[src/rtl/plit_pkg.sv]
package plit_pkg;

  localparam int TABLE_DEPTH = 64;
  localparam int IDX_W       = $clog2(TABLE_DEPTH);
  localparam int CNT_W       = $clog2(TABLE_DEPTH + 1);
  localparam int DATA_W      = 32;
  localparam int DIFF_W      = DATA_W + 1;
  localparam int PROD_W      = 2 * DATA_W;
  localparam int DIV_STEPS   = DATA_W;
  localparam int DCNT_W      = $clog2(DIV_STEPS);

  typedef logic [1:0] cmd_t;
  localparam cmd_t CMD_CLEAR  = 2'd0;
  localparam cmd_t CMD_APPEND = 2'd1;
  localparam cmd_t CMD_QUERY  = 2'd2;
  localparam int   CMD_QUERY_BIT = 1;

  typedef enum logic [1:0] {
    ST_ANSWERED = 2'd0,
    ST_STORED   = 2'd1,
    ST_DROPPED  = 2'd2,
    ST_CLEARED  = 2'd3
  } status_t;

  typedef enum logic [3:0] {
    S_IDLE,
    S_EXEC,
    S_Q_FIRST,
    S_Q_WALK,
    S_MAG,
    S_MUL,
    S_DIV,
    S_FIN,
    S_DONE
  } state_t;

  typedef enum logic [1:0] {
    RES_ZERO,
    RES_V0,
    RES_RDV,
    RES_LERP
  } res_sel_t;

  typedef struct packed {
    logic      latch_in;
    logic      append;
    logic      clear;
    logic      idx_clr;
    logic      idx_inc;
    logic      k0_load;
    logic      diff_load;
    logic      mag_load;
    logic      mul_load;
    logic      div_step;
    logic      res_load;
    res_sel_t  res_sel;
    status_t   res_status;
    logic      out_load;
  } dp_cmd_t;

  typedef struct packed {
    logic is_query;
    logic is_append;
    logic full;
    logic empty;
    logic one_entry;
    logic last;
    logic bracket;
    logic key_eq;
    logic div_last;
    logic out_free;
  } dp_stat_t;

endpackage

[src/rtl/plit_ctrl.sv]
module plit_ctrl (
  input  logic               clk,
  input  logic               rst_n,
  input  logic               in_valid,
  output logic               in_ready,
  input  plit_pkg::dp_stat_t stat,
  output plit_pkg::dp_cmd_t  cmd
);
  import plit_pkg::*;

  state_t state_r;
  state_t state_nxt;

  always_ff @(posedge clk) begin
    if (!rst_n) begin
      state_r <= S_IDLE;
    end else begin
      state_r <= state_nxt;
    end
  end

  always_comb begin
    state_nxt = state_r;
    case (state_r)
      S_IDLE: begin
        if (in_valid) state_nxt = S_EXEC;
      end
      S_EXEC: begin
        if (stat.is_query && !stat.empty) state_nxt = S_Q_FIRST;
        else state_nxt = S_DONE;
      end
      S_Q_FIRST: begin
        if (stat.one_entry) state_nxt = S_DONE;
        else state_nxt = S_Q_WALK;
      end
      S_Q_WALK: begin
        if (stat.bracket) state_nxt = S_MAG;
        else if (stat.key_eq || stat.last) state_nxt = S_DONE;
      end
      S_MAG:  state_nxt = S_MUL;
      S_MUL:  state_nxt = S_DIV;
      S_DIV: begin
        if (stat.div_last) state_nxt = S_FIN;
      end
      S_FIN:  state_nxt = S_DONE;
      S_DONE: begin
        if (stat.out_free) state_nxt = S_IDLE;
      end
      default: state_nxt = S_IDLE;
    endcase
  end

  always_comb begin
    cmd            = '0;
    cmd.res_sel    = RES_ZERO;
    cmd.res_status = ST_ANSWERED;
    in_ready       = 1'b0;
    case (state_r)
      S_IDLE: begin
        in_ready     = 1'b1;
        cmd.latch_in = in_valid;
      end
      S_EXEC: begin
        cmd.res_load = 1'b1;
        if (stat.is_query) begin
          cmd.idx_clr = 1'b1;
        end else if (stat.is_append) begin
          cmd.append     = 1'b1;
          cmd.res_status = stat.full ? ST_DROPPED : ST_STORED;
        end else begin
          cmd.clear      = 1'b1;
          cmd.res_status = ST_CLEARED;
        end
      end
      S_Q_FIRST: begin
        cmd.k0_load = 1'b1;
        if (stat.one_entry) begin
          cmd.res_load = 1'b1;
          cmd.res_sel  = RES_RDV;
        end else begin
          cmd.idx_inc = 1'b1;
        end
      end
      S_Q_WALK: begin
        if (stat.bracket) begin
          cmd.diff_load = 1'b1;
        end else if (stat.key_eq) begin
          cmd.res_load = 1'b1;
          cmd.res_sel  = RES_V0;
        end else if (stat.last) begin
          cmd.res_load = 1'b1;
          cmd.res_sel  = RES_RDV;
        end else begin
          cmd.k0_load = 1'b1;
          cmd.idx_inc = 1'b1;
        end
      end
      S_MAG: cmd.mag_load = 1'b1;
      S_MUL: cmd.mul_load = 1'b1;
      S_DIV: cmd.div_step = 1'b1;
      S_FIN: begin
        cmd.res_load = 1'b1;
        cmd.res_sel  = RES_LERP;
      end
      S_DONE: cmd.out_load = stat.out_free;
      default: cmd = '0;
    endcase
  end

endmodule

[config.mk]
export PLATFORM = sky130hd
export DESIGN_NAME = plit_ctrl
export DESIGN_NICKNAME = d
export VERILOG_FILES = /design/src/rtl/plit_pkg.sv /design/src/rtl/plit_ctrl.sv
export SDC_FILE = /design/constraint.sdc
export NUM_CORES = 1
export LEC_CHECK = 0
export BUFFER_PORTS_ARGS = -buffer_cell sky130_fd_sc_hd__buf_2
export CAP_MARGIN = 20
export CORE_AREA = 2 2 39 41
export CTS_CLUSTER_SIZE = 12
export DETAILED_ROUTE_END_ITERATION = 16
export DIE_AREA = 0 0 41 43
export PLACE_DENSITY = 0.71
export SETUP_SLACK_MARGIN = 0.02
export SLEW_MARGIN = 20
export SYNTH_ARGS = -nofsm -noshare
export SYNTH_HDL_FRONTEND = slang
export SYNTH_SLANG_ARGS = --single-unit
export TNS_END_PERCENT = 5
[constraint.sdc]
create_clock -name clk -period 1.7 [get_ports clk]
set_input_delay 0 -clock clk [delete_from_list [all_inputs] [get_ports clk]]
set_output_delay 0 -clock clk [all_outputs]
set_load 0.02 [all_outputs]
* After elaboration in Yosys (flattened, before gate mapping) *
Cells that the tools add are included.

operators by class
  equal/unequal tests = 12
  multiplexer cells = 36
  reductions and logical operators = 6

operators by type and width
  operator              count
  $pmux W4 S9           1
  $mux W4               7
  $eq A4 B3 Y1 const B  4
  $mux W2               8
  $mux W3               5
  $mux W1               12
  $eq A4 B2 Y1 const B  2
  $ne A2 B2 Y1 const B  3
  $pmux W2 S3           1
  $eq A4 B1 Y1 const B  1
  $eq A4 B4 Y1 const B  1
  $logic_not A4 Y1      1
  $pmux W2 S2           1
  $reduce_and A4 Y1     1
  $ne A3 B3 Y1 const B  1
  $pmux W1 S3           1
  $reduce_or A2 Y1      1
  $logic_and A1 B1 Y1   1
  $logic_not A1 Y1      1
  $logic_or A1 B1 Y1    1

storage, ports and cells
  register bits = 4
  input port bits = 13
  output and inout bits = 17

* Depth between registers and ports, before layout *
  word-level depth = 4
  mapped depth = 6
  depth with buffers taken out = 4

* Least setup slack after synthesis *
OpenSTA, ideal clock, no wires.

  kind = flip-flop to output port
  from = register state_r[1]
  to = output port cmd[15] (netlist bit)
  arrival time = 1.607 ns
  data required time = 1.700 ns
  setup slack = 0.093 ns
  stages on the path, launching flop included = 5
  path through = dfxtp_1 buf_4 buf_2 nor4_1 and2_1

RTL lines
  what                    RTL line         text
  from (decl)             plit_ctrl.sv:11  state_t state_r;
  from (signal assigned)  plit_ctrl.sv:18  state_r <= state_nxt;
  to (decl)               plit_ctrl.sv:7   output plit_pkg::dp_cmd_t cmd

==> flow_metrics.py <==
metrics = {
    "critical_path": {
        "cp_data_arrival_time_ns": 1.61,
        "required_ns": 1.70,
        "cp-end-kind": "output pin",
        "crit_fanout": 5,
        "critPathKind": "flip-flop to output pin",
        "start_kind": "flip-flop",
    },
    "power_and_ir_drop": {
        "total_power_w": 0.000458,
        "power_density_nw_per_um2": 652,
        "irDropWorstVdd_mv": 0.383,
        "p_leak_nw": 0.365,
    },
    "placement": {
        "placed_cells": 117,
        "hpwlAfterDp_mm": 1.03,
        "post_dp_cell_area_um2": 648,
        "io_buffers": 29,
        "gp_congestion": 0.873,
    },
    "die": {
        "design.die.area_um2": 1760,
        "start_util": 0.346,
        "die_h_um": 43,
        "die_w_um": 41,
        "placementRows": 14,
        "core_area_um2": 1380,
        "io_pins": 30,
    },
    "cells_and_area": {
        "stdcell_area_um2": 703,
        "n_antenna_cell": 0,
        "nets": 121,
        "drive_gt1_frac": 0.425,
        "reg_top3": "state_r x4",
        "largest_register_ffs": 4,
        "largest-register": "state_r",
        "finalNonFillerCells": 122,
        "area_delta_synth_final_pct": 46.7,
    },
    "yosys": {
        "seq_area_frac_synth": 0.167,
        "post_synth.cell_area_avg_um2": 6.56,
        "syn_nets": 86,
        "yosysWarningCount": 0,
        "synthCells": 73,
        "synth_area_um2": 479,
        "synth.ff_latch_count": 4,
        "ys_types": 28,
    },
    "cts": {
        "numClockSinks": 4,
        "cts_tree": "built",
        "root_buffer": "clkbuf_4",
        "htreeDepth": 1,
        "clk_path_buf_depth": 2,
        "insertion_delay_ns": 0.24,
        "cts_buffers": 3,
        "path_clk_slew_ns": 0.04,
        "ctsHoldBuffers": 0,
    },
    "timing": {
        "hold_ws_ns": 0.0317,
        "setup_viol": 0,
        "max_slew.worst_pin.slew_ns": 0.485,
        "period_share": 0.950,
        "tns_ns": 0,
        "slew_headroom": 0.674,
        "finalHoldViolations": 0,
        "rsz0062_at_grt": "false",
        "clock-skew-final_ns": 0.00175,
        "final_max_slew_viol_count": 0,
        "fin_crit_ns": 1.61,
        "fmax_mhz": 620,
    },
    "worst_hold_path": {
        "hp-class": "input port to flip-flop",
    },
    "global_routing": {
        "grt_antenna_before_repair": 0,
        "grt-busiest-layer": "met2",
        "grt_use_met3": 0.0471,
        "grt_pass1_wl_mm": 2.02,
        "grt_overflow_total": 0,
        "grt_use_total": 0.168,
        "grt_max_degree": 16,
        "use_met2": 0.241,
        "grt_use_met1": 0.222,
        "grt_pass1_vias": 486,
    },
    "flow_run": {
        "maxCapViolCount": 0,
    },
    "routing": {
        "drc_errors": 0,
        "drtIter0Drc": 22,
        "drtAntennaViolNets": 0,
        "wire_per_inst_um": 11.8,
        "firstDrtPassIters": 4,
        "viasPerCell": 5.38,
        "routed_wirelength_mm": 1.44,
        "vias": 656,
    },
    "status": {
        "status": "complete, no violations",
    },
}
-- cell families (layout without fill, tap and decap cells) --
kind of cell,count (synthesis),after routing,share of synthesized area
buffers and inverters,11,44,0.102
AO/OA/AOI/OAI,17,17,0.227
AND/OR/NAND/NOR,41,41,0.504
flip-flops,4,4,0.167
-- worst max-delay path: stages (launching register included) --
cell and delay (ns):
dfxtp_1 0.32, nand2b_4 0.16, or4_4 0.48, nand2b_4 0.16, o21ai_0 0.07, buf_2 0.18
-- worst paths after layout --
| check | from | end | slack [ns] | depth (start not counted) |
|---|---|---|---|---|
| worst max-delay path | state_r[3] | cmd[11] | 0.09 | 5 |
| worst min-delay path | rst_n | state_r[1] | 0.03 | 3 |
| worst max register to register | state_r[1] | state_r[3] | 0.30 | 5 |
| worst min register to register | state_r[1] | state_r[3] | 0.68 | 3 |
-- cell usage after synthesis, drive strengths merged --
| master | instances | area share |
|---|---|---|
| a21o | 1 | 0.016 |
| a21oi | 6 | 0.070 |
| a311o | 1 | 0.021 |
| a311oi | 1 | 0.018 |
| a31oi | 1 | 0.013 |
| and2 | 1 | 0.013 |
| and4b | 1 | 0.021 |
| buf | 4 | 0.047 |
| clkbuf | 1 | 0.0078 |
| dfxtp | 4 | 0.17 |
| inv | 6 | 0.047 |
| nand2 | 8 | 0.063 |
| nand2b | 6 | 0.11 |
| nand3b | 1 | 0.016 |
| nand4bb | 1 | 0.023 |
| nor2 | 10 | 0.078 |
| nor3 | 6 | 0.063 |
| nor3b | 1 | 0.016 |
| nor4 | 2 | 0.026 |
| nor4b | 2 | 0.037 |
| o211ai | 2 | 0.031 |
| o21ai | 4 | 0.042 |
| o31ai | 1 | 0.016 |
| or4 | 2 | 0.039 |
-- what timing repair did --
item,in CTS,in global routing
setup endpoints to repair,0,5
buffers inserted,0,2
resized for setup,0,6
-- placed cells by master, fill, tap and decap left out --
cell and count:
buf_2 27, nor2_1 10, nand2_1 8, buf_4 8, inv_1 6, nor3_1 6, a21oi_1 5, o21ai_0 4
nand2b_4 3, nand2b_1 3, clkbuf_4 3, dfxtp_1 3, nor4_1 2, or4_4 2, nor4b_1 2, o211ai_1 2
a21o_1 1, and2_1 1, and4b_1 1, nand3b_1 1, nand4bb_1 1, nor3b_1 1, a31oi_1 1, o31ai_1 1
a311oi_1 1, a311o_1 1, a21oi_2 1, dfxtp_2 1
-- cell type report --
| type | count | area [um2] |
|---|---|---|
| fillers | 137 | 681 |
| inverters | 6 | 22.5 |
| flip-flops and latches | 4 | 81.3 |
| repair buffers | 35 | 195 |
| clock buffers | 3 | 22.5 |
| multi-input cells | 58 | 362 |
| well taps | 16 | 20.0 |
-- metal layers --
| metal | vias up | wire length, um |
|---|---|---|
| met3 | 5 | 164 |
| li1 | 326 | - |
| met2 | 37 | 653 |
| met5 | - | 0 |
| met1 | 288 | 600 |
| met4 | 0 | 23 |
-- per-stage QoR --
stage               worst slack (ns)   util
finish                        0.0858  0.508
global route                  0.0231  0.508
CTS                           0.0321  0.485
detailed placement             0.294  0.468
global placement               0.282  0.468
floorplan                     0.0934      -
-- report_power, final --
group	leakage, nW	internal (W)	switching [W]
clock network	0.0138	0.0000793	0.0000445
registers	0.0331	0.000103	0.00000835
logic	0.318	0.0000910	0.000132
total	0.365	0.000273	0.000185
Note: power is estimated with default switching activity, not from simulation.
